## src/sv/ytpid_pkg.sv

```systemverilog
`timescale 1ns / 1ps
// ----------------------------------------------------------------------------
// ytpid_pkg
// Shared types, codes and helpers of the yaw turn PID controller.
// ----------------------------------------------------------------------------
package ytpid_pkg;

  // result status codes
  localparam logic [2:0] ST_RUNNING  = 3'd0;
  localparam logic [2:0] ST_REACHED  = 3'd1;
  localparam logic [2:0] ST_STOP     = 3'd2;
  localparam logic [2:0] ST_SENSOR   = 3'd3;
  localparam logic [2:0] ST_TIMEOUT  = 3'd4;
  localparam logic [2:0] ST_IDLE     = 3'd5;

  // command codes
  localparam logic CMD_START  = 1'b0;
  localparam logic CMD_SAMPLE = 1'b1;

  // configuration register indexes
  localparam logic [2:0] REG_TURN_DELTA    = 3'd0;
  localparam logic [2:0] REG_RATE_LIMIT    = 3'd1;
  localparam logic [2:0] REG_ANGLE_TOL     = 3'd2;
  localparam logic [2:0] REG_TIMEOUT       = 3'd3;
  localparam logic [2:0] REG_GAIN_P        = 3'd4;
  localparam logic [2:0] REG_GAIN_I        = 3'd5;
  localparam logic [2:0] REG_GAIN_D        = 3'd6;
  localparam logic [2:0] REG_STABLE_NEEDED = 3'd7;

  localparam int CFG_W      = 17;
  localparam int IN_DATA_W  = 56;
  localparam int OUT_DATA_W = 24;

  localparam logic signed [32:0] INTEGRAL_LIMIT = 33'sd8000000;
  localparam logic signed [26:0] MICRO_SCALE    = 27'sd1000000;

  typedef enum logic [3:0] {
    S_IDLE, S_DECODE, S_MUL_E, S_INTEG, S_MUL_P, S_MUL_PT, S_MUL_I,
    S_MUL_IT, S_MUL_D, S_MUL_DT, S_SUM, S_DIV, S_CLAMP, S_FINISH
  } ytpid_state_t;

  typedef enum logic [3:0] {
    OP_NONE, OP_LOAD, OP_DECODE, OP_MUL_E, OP_INTEG, OP_MUL_P, OP_MUL_PT,
    OP_MUL_I, OP_MUL_IT, OP_MUL_D, OP_MUL_DT, OP_SUM, OP_DIV, OP_CLAMP
  } ytpid_op_t;

  typedef struct packed {
    ytpid_op_t op;
    logic      out_load;
  } ytpid_ctrl_t;

  typedef struct packed {
    logic quick;
    logic reached;
    logic div_last;
    logic out_free;
  } ytpid_stat_t;

  // wrap an angle sum into +-18000 centidegrees (at most three full turns off)
  function automatic logic signed [15:0] wrap_angle(input logic signed [18:0] v);
    logic signed [18:0] r;
    begin
      if (v > 19'sd90000) r = v - 19'sd108000;
      else if (v > 19'sd54000) r = v - 19'sd72000;
      else if (v > 19'sd18000) r = v - 19'sd36000;
      else if (v < -19'sd90000) r = v + 19'sd108000;
      else if (v < -19'sd54000) r = v + 19'sd72000;
      else if (v < -19'sd18000) r = v + 19'sd36000;
      else r = v;
      wrap_angle = r[15:0];
    end
  endfunction

endpackage

```

## src/sv/yaw_turn_pid_controller.sv

```systemverilog
`timescale 1ns / 1ps
// ----------------------------------------------------------------------------
// yaw_turn_pid_controller
// PID heading controller with angle wrap, clamped integral and rate limit.
// ----------------------------------------------------------------------------
// Usage:
//   Requests arrive on the s_ channel; tuser selects start (0) or sample (1).
//   Every request yields exactly one result on the m_ channel: a Q8.8 turn
//   rate and a status code. Registers are written through cfg_we, cfg_index
//   and cfg_data while no request is in flight.
// Timing:
//   One request is worked at a time. A start, an idle sample or a sample
//   that ends the turn by timeout, stop or sensor fault goes from decode
//   to finish; a sample that reaches the angle adds the error product and
//   integral step. A running sample steps one shared multiplier through
//   seven products and a restoring divider through 64 quotient bits. The
//   next request is accepted in the cycle after a result is loaded.
// Reset:
//   rst clears the turn state and restores register defaults; the block is
//   idle and the output channel empty afterward.
// Stall:
//   A result waits in the output register while m_tready is low; the next
//   request is accepted meanwhile and its result is held until the register
//   frees.
// ----------------------------------------------------------------------------
module yaw_turn_pid_controller (
  input  logic                             clk,
  input  logic                             rst,
  input  logic                             cfg_we,
  input  logic [2:0]                       cfg_index,
  input  logic [ytpid_pkg::CFG_W-1:0]      cfg_data,
  input  logic                             s_tvalid,
  output logic                             s_tready,
  // yaw_angle[15:0], yaw_valid[16], stop_request[17], time_now_ms[49:18]
  input  logic [ytpid_pkg::IN_DATA_W-1:0]  s_tdata,
  // cmd[0]
  input  logic                             s_tuser,
  output logic                             m_tvalid,
  input  logic                             m_tready,
  // rate_command[15:0], status[18:16]
  output logic [ytpid_pkg::OUT_DATA_W-1:0] m_tdata
);

  ytpid_pkg::ytpid_ctrl_t ctrl;
  ytpid_pkg::ytpid_stat_t stat;

  ytpid_ctrl u_ctrl (
    .clk      (clk),
    .rst      (rst),
    .s_tvalid (s_tvalid),
    .s_tready (s_tready),
    .stat     (stat),
    .ctrl     (ctrl)
  );

  ytpid_datapath u_datapath (
    .clk       (clk),
    .rst       (rst),
    .cfg_we    (cfg_we),
    .cfg_index (cfg_index),
    .cfg_data  (cfg_data),
    .s_tdata   (s_tdata),
    .s_tuser   (s_tuser),
    .m_tvalid  (m_tvalid),
    .m_tready  (m_tready),
    .m_tdata   (m_tdata),
    .ctrl      (ctrl),
    .stat      (stat)
  );

endmodule

```

## src/sv/ytpid_ctrl.sv

```systemverilog
`timescale 1ns / 1ps
// ----------------------------------------------------------------------------
// ytpid_ctrl
// Sequencer: walks one request through decode, multiply steps and divide, or finishes early.
// ----------------------------------------------------------------------------
module ytpid_ctrl (
  input  logic                   clk,
  input  logic                   rst,
  input  logic                   s_tvalid,
  output logic                   s_tready,
  input  ytpid_pkg::ytpid_stat_t stat,
  output ytpid_pkg::ytpid_ctrl_t ctrl
);

  ytpid_pkg::ytpid_state_t state, state_next;

  always_ff @(posedge clk) begin
    if (rst) state <= ytpid_pkg::S_IDLE;
    else state <= state_next;
  end

  always_comb begin
    state_next    = state;
    ctrl.op       = ytpid_pkg::OP_NONE;
    ctrl.out_load = 1'b0;
    s_tready      = 1'b0;
    case (state)
      ytpid_pkg::S_IDLE: begin
        s_tready = 1'b1;
        if (s_tvalid) begin
          ctrl.op    = ytpid_pkg::OP_LOAD;
          state_next = ytpid_pkg::S_DECODE;
        end
      end
      ytpid_pkg::S_DECODE: begin
        ctrl.op    = ytpid_pkg::OP_DECODE;
        state_next = stat.quick ? ytpid_pkg::S_FINISH : ytpid_pkg::S_MUL_E;
      end
      ytpid_pkg::S_MUL_E: begin
        ctrl.op    = ytpid_pkg::OP_MUL_E;
        state_next = ytpid_pkg::S_INTEG;
      end
      ytpid_pkg::S_INTEG: begin
        ctrl.op    = ytpid_pkg::OP_INTEG;
        state_next = stat.reached ? ytpid_pkg::S_FINISH : ytpid_pkg::S_MUL_P;
      end
      ytpid_pkg::S_MUL_P: begin
        ctrl.op    = ytpid_pkg::OP_MUL_P;
        state_next = ytpid_pkg::S_MUL_PT;
      end
      ytpid_pkg::S_MUL_PT: begin
        ctrl.op    = ytpid_pkg::OP_MUL_PT;
        state_next = ytpid_pkg::S_MUL_I;
      end
      ytpid_pkg::S_MUL_I: begin
        ctrl.op    = ytpid_pkg::OP_MUL_I;
        state_next = ytpid_pkg::S_MUL_IT;
      end
      ytpid_pkg::S_MUL_IT: begin
        ctrl.op    = ytpid_pkg::OP_MUL_IT;
        state_next = ytpid_pkg::S_MUL_D;
      end
      ytpid_pkg::S_MUL_D: begin
        ctrl.op    = ytpid_pkg::OP_MUL_D;
        state_next = ytpid_pkg::S_MUL_DT;
      end
      ytpid_pkg::S_MUL_DT: begin
        ctrl.op    = ytpid_pkg::OP_MUL_DT;
        state_next = ytpid_pkg::S_SUM;
      end
      ytpid_pkg::S_SUM: begin
        ctrl.op    = ytpid_pkg::OP_SUM;
        state_next = ytpid_pkg::S_DIV;
      end
      ytpid_pkg::S_DIV: begin
        ctrl.op = ytpid_pkg::OP_DIV;
        if (stat.div_last) state_next = ytpid_pkg::S_CLAMP;
      end
      ytpid_pkg::S_CLAMP: begin
        ctrl.op    = ytpid_pkg::OP_CLAMP;
        state_next = ytpid_pkg::S_FINISH;
      end
      ytpid_pkg::S_FINISH: begin
        // hold until the output register is free
        if (stat.out_free) begin
          ctrl.out_load = 1'b1;
          state_next    = ytpid_pkg::S_IDLE;
        end
      end
      default: state_next = ytpid_pkg::S_IDLE;
    endcase
  end

endmodule

```

## src/sv/ytpid_datapath.sv

```systemverilog
`timescale 1ns / 1ps
// ----------------------------------------------------------------------------
// ytpid_datapath
// Registers, turn state, shared multiplier, restoring divider, output register.
// ----------------------------------------------------------------------------
module ytpid_datapath (
  input  logic                             clk,
  input  logic                             rst,
  input  logic                             cfg_we,
  input  logic [2:0]                       cfg_index,
  input  logic [ytpid_pkg::CFG_W-1:0]      cfg_data,
  input  logic [ytpid_pkg::IN_DATA_W-1:0]  s_tdata,
  input  logic                             s_tuser,
  output logic                             m_tvalid,
  input  logic                             m_tready,
  output logic [ytpid_pkg::OUT_DATA_W-1:0] m_tdata,
  input  ytpid_pkg::ytpid_ctrl_t           ctrl,
  output ytpid_pkg::ytpid_stat_t           stat
);

  // configuration
  logic signed [16:0] turn_delta;
  logic [14:0]        rate_limit;
  logic [14:0]        angle_tolerance;
  logic [15:0]        timeout_limit_ms;
  logic signed [15:0] gain_p, gain_i, gain_d;
  logic [7:0]         stable_needed;

  // latched request
  logic               cmd_r, yaw_valid_r, stop_r;
  logic signed [15:0] yaw_r;
  logic [31:0]        now_r;

  // turn state
  logic               turn_active;
  logic signed [15:0] target_angle;
  logic signed [23:0] error_integral;
  logic signed [15:0] previous_error;
  logic [7:0]         stable_run;
  logic [31:0]        start_time, previous_time;

  // working registers
  logic signed [15:0] err_r;
  logic [15:0]        dt_r;
  logic [25:0]        div_r;
  logic signed [16:0] derr_r;
  logic signed [63:0] prod, acc;
  logic [63:0]        quo;
  logic [25:0]        rem;
  logic               neg_r;
  logic [5:0]         cnt;
  logic signed [15:0] res_rate, m_rate;
  logic [2:0]         res_status, m_status;

  // decode logic
  logic signed [15:0] start_target, start_err, samp_err;
  logic [31:0]        elapsed, dt_raw;
  logic               timed_out;
  logic [15:0]        dt_sat;

  always_comb begin
    start_target = ytpid_pkg::wrap_angle({{3{yaw_r[15]}}, yaw_r}
                                         + {{2{turn_delta[16]}}, turn_delta});
    start_err = ytpid_pkg::wrap_angle({{3{start_target[15]}}, start_target}
                                      - {{3{yaw_r[15]}}, yaw_r});
    samp_err = ytpid_pkg::wrap_angle({{3{target_angle[15]}}, target_angle}
                                     - {{3{yaw_r[15]}}, yaw_r});
    elapsed   = now_r - start_time;
    timed_out = elapsed >= {16'd0, timeout_limit_ms};
    dt_raw    = now_r - previous_time;
    if (dt_raw == 32'd0) dt_sat = 16'd1;
    else if (dt_raw > 32'd65535) dt_sat = 16'hFFFF;
    else dt_sat = dt_raw[15:0];
  end

  assign stat.quick = (cmd_r == ytpid_pkg::CMD_START) || !turn_active || timed_out
                      || stop_r || !yaw_valid_r;

  // shared multiplier
  logic signed [40:0] mul_a;
  logic signed [26:0] mul_b;
  logic signed [67:0] mul_p;

  always_comb begin
    mul_a = {{25{err_r[15]}}, err_r};
    mul_b = {11'd0, dt_r};
    case (ctrl.op)
      ytpid_pkg::OP_MUL_E: begin
        mul_a = {{25{err_r[15]}}, err_r};
        mul_b = {11'd0, dt_r};
      end
      ytpid_pkg::OP_MUL_P: begin
        mul_a = {{25{err_r[15]}}, err_r};
        mul_b = {{11{gain_p[15]}}, gain_p};
      end
      ytpid_pkg::OP_MUL_PT: begin
        mul_a = {{9{prod[31]}}, prod[31:0]};
        mul_b = {1'b0, div_r};
      end
      ytpid_pkg::OP_MUL_I: begin
        mul_a = {{17{error_integral[23]}}, error_integral};
        mul_b = {{11{gain_i[15]}}, gain_i};
      end
      ytpid_pkg::OP_MUL_IT: begin
        mul_a = prod[40:0];
        mul_b = {11'd0, dt_r};
      end
      ytpid_pkg::OP_MUL_D: begin
        mul_a = {{24{derr_r[16]}}, derr_r};
        mul_b = {{11{gain_d[15]}}, gain_d};
      end
      ytpid_pkg::OP_MUL_DT: begin
        mul_a = prod[40:0];
        mul_b = ytpid_pkg::MICRO_SCALE;
      end
      default: ;
    endcase
  end

  assign mul_p = mul_a * mul_b;

  // integral clamp, tolerance band and stability run
  logic signed [32:0] isum;
  logic signed [23:0] integ_next;
  logic [15:0]        abs_err;
  logic               in_band;
  logic [7:0]         run_inc;

  always_comb begin
    isum = {{9{error_integral[23]}}, error_integral} + prod[32:0];
    if (isum > ytpid_pkg::INTEGRAL_LIMIT) integ_next = 24'sd8000000;
    else if (isum < -ytpid_pkg::INTEGRAL_LIMIT) integ_next = -24'sd8000000;
    else integ_next = isum[23:0];
    abs_err = err_r[15] ? 16'(-err_r) : err_r;
    in_band = abs_err <= {1'b0, angle_tolerance};
    run_inc = (stable_run < 8'd255) ? stable_run + 8'd1 : stable_run;
  end

  assign stat.reached = in_band && (run_inc >= stable_needed);

  // sum and divide
  logic signed [63:0] sum;
  logic [26:0]        rem_s;
  logic [14:0]        mag;
  logic [15:0]        mag_ext;

  always_comb begin
    sum     = acc + prod;
    rem_s   = {rem, quo[63]};
    mag     = (quo > {49'd0, rate_limit}) ? rate_limit : quo[14:0];
    mag_ext = {1'b0, mag};
  end

  assign stat.div_last = (cnt == 6'd63);
  assign stat.out_free = !m_tvalid || m_tready;

  // configuration writes
  always_ff @(posedge clk) begin
    if (rst) begin
      turn_delta       <= '0;
      rate_limit       <= 15'd256;
      angle_tolerance  <= 15'd200;
      timeout_limit_ms <= 16'd5000;
      gain_p           <= '0;
      gain_i           <= '0;
      gain_d           <= '0;
      stable_needed    <= 8'd5;
    end else if (cfg_we) begin
      case (cfg_index)
        ytpid_pkg::REG_TURN_DELTA:    turn_delta       <= cfg_data;
        ytpid_pkg::REG_RATE_LIMIT:    rate_limit       <= cfg_data[14:0];
        ytpid_pkg::REG_ANGLE_TOL:     angle_tolerance  <= cfg_data[14:0];
        ytpid_pkg::REG_TIMEOUT:       timeout_limit_ms <= cfg_data[15:0];
        ytpid_pkg::REG_GAIN_P:        gain_p           <= cfg_data[15:0];
        ytpid_pkg::REG_GAIN_I:        gain_i           <= cfg_data[15:0];
        ytpid_pkg::REG_GAIN_D:        gain_d           <= cfg_data[15:0];
        ytpid_pkg::REG_STABLE_NEEDED: stable_needed    <= cfg_data[7:0];
        default: ;
      endcase
    end
  end

  // turn state
  always_ff @(posedge clk) begin
    if (rst) begin
      turn_active    <= 1'b0;
      target_angle   <= '0;
      error_integral <= '0;
      previous_error <= '0;
      stable_run     <= '0;
      start_time     <= '0;
      previous_time  <= '0;
    end else begin
      case (ctrl.op)
        ytpid_pkg::OP_DECODE: begin
          if (cmd_r == ytpid_pkg::CMD_START) begin
            if (!yaw_valid_r) begin
              turn_active <= 1'b0;
            end else begin
              target_angle   <= start_target;
              error_integral <= '0;
              previous_error <= start_err;
              stable_run     <= '0;
              start_time     <= now_r;
              previous_time  <= now_r;
              turn_active    <= 1'b1;
            end
          end else if (turn_active) begin
            if (timed_out || stop_r || !yaw_valid_r) turn_active <= 1'b0;
            else previous_time <= now_r;
          end
        end
        ytpid_pkg::OP_INTEG: begin
          error_integral <= integ_next;
          previous_error <= err_r;
          stable_run     <= in_band ? run_inc : 8'd0;
          if (stat.reached) turn_active <= 1'b0;
        end
        default: ;
      endcase
    end
  end

  // request latch and working registers
  always_ff @(posedge clk) begin
    case (ctrl.op)
      ytpid_pkg::OP_LOAD: begin
        yaw_r       <= s_tdata[15:0];
        yaw_valid_r <= s_tdata[16];
        stop_r      <= s_tdata[17];
        now_r       <= s_tdata[49:18];
        cmd_r       <= s_tuser;
      end
      ytpid_pkg::OP_DECODE: begin
        err_r    <= samp_err;
        dt_r     <= dt_sat;
        div_r    <= {dt_sat, 10'd0} - {6'd0, dt_sat, 4'd0} - {7'd0, dt_sat, 3'd0};
        res_rate <= '0;
        if (cmd_r == ytpid_pkg::CMD_START) res_status <= yaw_valid_r ?
                                            ytpid_pkg::ST_RUNNING : ytpid_pkg::ST_SENSOR;
        else if (!turn_active) res_status <= ytpid_pkg::ST_IDLE;
        else if (timed_out) res_status <= ytpid_pkg::ST_TIMEOUT;
        else if (stop_r) res_status <= ytpid_pkg::ST_STOP;
        else res_status <= ytpid_pkg::ST_SENSOR;
      end
      ytpid_pkg::OP_MUL_E, ytpid_pkg::OP_MUL_P, ytpid_pkg::OP_MUL_PT,
      ytpid_pkg::OP_MUL_IT, ytpid_pkg::OP_MUL_DT: begin
        prod <= mul_p[63:0];
      end
      ytpid_pkg::OP_INTEG: begin
        derr_r     <= {err_r[15], err_r} - {previous_error[15], previous_error};
        res_rate   <= '0;
        res_status <= ytpid_pkg::ST_REACHED;
      end
      ytpid_pkg::OP_MUL_I: begin
        acc  <= prod;
        prod <= mul_p[63:0];
      end
      ytpid_pkg::OP_MUL_D: begin
        acc  <= acc + prod;
        prod <= mul_p[63:0];
      end
      ytpid_pkg::OP_SUM: begin
        neg_r <= sum[63];
        quo   <= sum[63] ? 64'(-sum) : sum;
        rem   <= '0;
        cnt   <= '0;
      end
      ytpid_pkg::OP_DIV: begin
        cnt <= cnt + 6'd1;
        if (rem_s >= {1'b0, div_r}) begin
          rem <= 26'(rem_s - {1'b0, div_r});
          quo <= {quo[62:0], 1'b1};
        end else begin
          rem <= rem_s[25:0];
          quo <= {quo[62:0], 1'b0};
        end
      end
      ytpid_pkg::OP_CLAMP: begin
        res_rate   <= neg_r ? 16'(-mag_ext) : mag_ext;
        res_status <= ytpid_pkg::ST_RUNNING;
      end
      default: ;
    endcase
  end

  // output register
  always_ff @(posedge clk) begin
    if (rst) m_tvalid <= 1'b0;
    else if (ctrl.out_load) m_tvalid <= 1'b1;
    else if (m_tready) m_tvalid <= 1'b0;
  end

  always_ff @(posedge clk) begin
    if (ctrl.out_load) begin
      m_rate   <= res_rate;
      m_status <= res_status;
    end
  end

  assign m_tdata = {5'd0, m_status, m_rate};

endmodule
```

## config.mk

```make
export PLATFORM = sky130hd
export DESIGN_NAME = yaw_turn_pid_controller
export DESIGN_NICKNAME = d
export VERILOG_FILES = /design/src/sv/ytpid_pkg.sv /design/src/sv/yaw_turn_pid_controller.sv /design/src/sv/ytpid_ctrl.sv /design/src/sv/ytpid_datapath.sv
export SDC_FILE = /design/constraint.sdc
export NUM_CORES = 2
export LEC_CHECK = 0
export BUFFER_PORTS_ARGS = -buffer_cell sky130_fd_sc_hd__buf_2
export CORE_UTILIZATION = 55
export DETAILED_ROUTE_END_ITERATION = 8
export PLACE_DENSITY = 0.8
export SYNTH_ARGS = -nofsm -noshare
export SYNTH_HDL_FRONTEND = slang
export SYNTH_SLANG_ARGS = --single-unit
```

## constraint.sdc

```tcl
create_clock -name clk -period 12.59 [get_ports clk]
set_input_delay 1.259 -clock clk [delete_from_list [all_inputs] [get_ports clk]]
set_output_delay 1.259 -clock clk [all_outputs]
set_load 0.02 [all_outputs]
```

==> flow_summary.json <==
{
  "violations": "design-rule violations",
  "async_flop_share": 0,
  "drive_gt1_frac": 0.0571,
  "overflow": 0,
  "worstPathMaxFanout": 30,
  "numCtsBuffers": 74,
  "fin_nets": 11425,
  "synth_seq_cells": 638,
  "layout_min_cycle_time_ns": 11.66,
  "endpoint": "u_datapath.prod[63]",
  "num_rows": 142,
  "grt_usage": 0.344,
  "ioPinCount": 108,
  "finClkSkew_ns": 0.0348,
  "wl_per_cell_um": 22.3,
  "clk_path_buf_depth": 3,
  "cp-end-kind": "flop",
  "r2r_start": "u_ctrl.state[2]",
  "gp_congestion": 1.01,
  "worstReg2RegEnd": "u_datapath.prod[63]",
  "port_buffers": 96,
  "wl_um": 263000,
  "clock.fmax_mhz": 85.8,
  "die_area_sq_um": 153000,
  "global_route.peak_usage_layer": "met2",
  "worstHoldPathType": "reg -> reg",
  "worstPathRequired_ns": 13.01,
  "slew_viol_final": 0,
  "cts_tree": "built",
  "status": "finished with violations",
  "grt_max_degree": 100,
  "arrival_ns": 12.08,
  "grt_util_met3": 0.0775,
  "worst_pin_slew_ns": 1.28,
  "yosys_most_used_dff": "edfxtp_1",
  "use_met2": 0.534,
  "crit_start": "u_ctrl.state[2]",
  "met1_usage": 0.430,
  "max_slew_margin": 0.147,
  "clock_tree.root_cell": "clkbuf_16",
  "utilization": 0.592,
  "max-cap-violations": 0,
  "synth.avg_cell_area_sq_um": 8.50,
  "rrSetupSlack_ns": 0.93,
  "syn_area_sq_um": 83400,
  "cp_num_buf_inv": 5,
  "crit_type": "reg -> reg",
  "ctsHtreeMaxLevel": 3,
  "synth_edf_count": 385,
  "drc": 2,
  "cp_slowest_cell": "and2_0",
  "die_x_um": 391,
  "ctsHoldBuffers": 0,
  "synth-seq-area-share": 0.199,
  "worst-path-stages": 31,
  "cts_sinks": 638,
  "initial_core_util": 0.556,
  "synthToLayoutAreaGrowth_pct": 6.50,
  "rsz0062_at_grt": "no",
  "dp_hpwl_um": 205000,
  "dr.pass1.iters": 9,
  "fin_crit_sh": 0.926,
  "slowest_delay_ns": 0.76,
  "drtIter0Drc": 7333,
  "cpMostUsedCell": "fa_1",
  "whs_path_depth": 0,
  "coreArea_sq_um": 150000,
  "grt_antenna_before_repair": 7,
  "clkTransAtPathRegs_ns": 0.07,
  "viasPerCell": 6.15,
  "yosys_warnings": 0,
  "crit_family": "simple AND/OR/NAND/NOR gates",
  "via_count": 72494,
  "hold_viol": 0,
  "cts_setup_buffers": 0,
  "synth_cell_types": 124,
  "clock_latency_ns": 0.71,
  "syn_inst": 9815,
  "grt_pass1_vias": 72892,
  "rr_worst_depth": 31,
  "setup_viol": 0,
  "ant_nets": 0,
  "startpoint_type": "flop",
  "nFillCells": 12879,
  "grt_pass1_wl_um": 409000,
  "finalSetupTns_ns": 0,
  "cts_resized": 0,
  "dieHeight_um": 391
}
per-stage QoR:
step / std cells / setup WS, ns / hold slack, ns / area (sq um)
floorplan: 9819 / 2.82 / 0.400 / 83400
global placement: 11656 / 1.50 / 0.405 / 86200
detailed placement: 11656 / 1.36 / 0.405 / 86200
CTS: 11793 / 1.33 / 0.409 / 88800
global route: 11796 / 0.523 / 0.412 / 88800
finish: 11797 / 0.933 / 0.412 / 88800
worst min path at each step:
stage | start | end | slack, ns
2_1_floorplan | u_datapath.res_rate[0] | u_datapath.m_rate[0] | 0.40
3_3_place_gp | u_datapath.res_rate[5] | u_datapath.m_rate[5] | 0.41
3_5_place_dp | u_datapath.res_rate[5] | u_datapath.m_rate[5] | 0.41
4_1_cts | u_datapath.res_rate[5] | u_datapath.m_rate[5] | 0.41
5_1_grt | u_datapath.res_rate[5] | u_datapath.m_rate[5] | 0.41
6_report | u_datapath.res_rate[5] | u_datapath.m_rate[5] | 0.41
cell usage after synthesis (all sizes together) (97+ instances only):
library cell | instances | share of area
nor3 | 116 | 0.0072
inv | 1520 | 0.068
ha | 540 | 0.081
a21o | 147 | 0.013
a21oi | 629 | 0.038
nand2 | 1421 | 0.064
nor2 | 899 | 0.041
o21ai | 385 | 0.023
clkbuf | 386 | 0.018
o21a | 97 | 0.0087
xor2 | 114 | 0.012
edfxtp | 385 | 0.14
xnor2 | 241 | 0.025
nand3 | 177 | 0.011
fa | 1087 | 0.26
dfxtp | 253 | 0.061
flip-flops by register name, indices dropped and copies added (netlist names), 17 cells and up:
name and cells:
u_datapath.acc 64, u_datapath.derr_r 17, u_datapath.div_r 23, u_datapath.error_integral 24
u_datapath.now_r 32, u_datapath.previous_time 32, u_datapath.prod 64, u_datapath.quo 64
u_datapath.rem 26, u_datapath.start_time 32, u_datapath.turn_delta 17
per-layer routing:
layer | vias to the layer above | share of wire | wire length [um]
li1 | 32210 | - | -
met1 | 35100 | 0.38 | 98900
met2 | 4157 | 0.44 | 116000
met3 | 1021 | 0.11 | 27600
met4 | 6 | 0.078 | 20400
met5 | - | 0.00018 | 46
worst reg2reg max path, delay by kind of cell, from the launching register on:
family	cells	cell delay, ns
AOI/OAI and AO/OA	6	1.54
xor gates and xnor gates	1	0.13
adders and majority gates	8	4.04
buffers and inverters	5	0.69
DFF	1	0.62
and+or+nand+nor	11	4.39
kinds of logic after synthesis:
logic type / Yosys count / share of synthesized area
muxes: 45 / 0.00551
xor gates and xnor gates: 355 / 0.0374
buffers and inverters: 1956 / 0.0890
and+or+nand+nor: 3227 / 0.173
other: 1 / 0.0000450
adders and majority gates: 1628 / 0.342
DFF: 638 / 0.199
AOI/OAI and AO/OA: 1965 / 0.154
layout by cell type (no fill, tap or decap), types with 42 or more instances in the layout:
| cell | n |
|---|---|
| nor2b_1 | 70 |
| nor3_1 | 111 |
| and3_1 | 66 |
| o21a_1 | 94 |
| nor2_1 | 890 |
| and2_1 | 65 |
| or2_2 | 42 |
| edfxtp_1 | 385 |
| ha_1 | 540 |
| buf_2 | 95 |
| a21oi_1 | 618 |
| o211ai_1 | 59 |
| xor2_1 | 114 |
| xnor2_1 | 240 |
| clkbuf_16 | 80 |
| o21ai_0 | 346 |
| or3_1 | 46 |
| nand2b_1 | 82 |
| a31oi_1 | 66 |
| nand4_1 | 72 |
| nand2_1 | 1416 |
| nand3_1 | 176 |
| o31ai_1 | 43 |
| a21o_1 | 147 |
| fa_1 | 1087 |
| a211oi_1 | 57 |
| inv_1 | 1513 |
| a22oi_1 | 54 |
| dfxtp_1 | 253 |
| buf_4 | 160 |
cell type report:
type | instances | area, sq um | share of cell area
Sequential cell | 638 | 16600 | 0.187
Clock buffer | 94 | 2110 | 0.0238
Clock inverter | 43 | 487 | 0.00548
Antenna cell | 4 | 10.0 | 0.000113
Multi-Input combinational cell | 7225 | 59700 | 0.672
Tap cell | 2016 | 2520 | 0.0284
Timing Repair Buffer | 256 | 1690 | 0.0190
Inverter | 1521 | 5710 | 0.0643
Power is left out: the tool's default activity adds up to more than one toggle a clock period on the data nets, which glitch-free logic cannot reach.
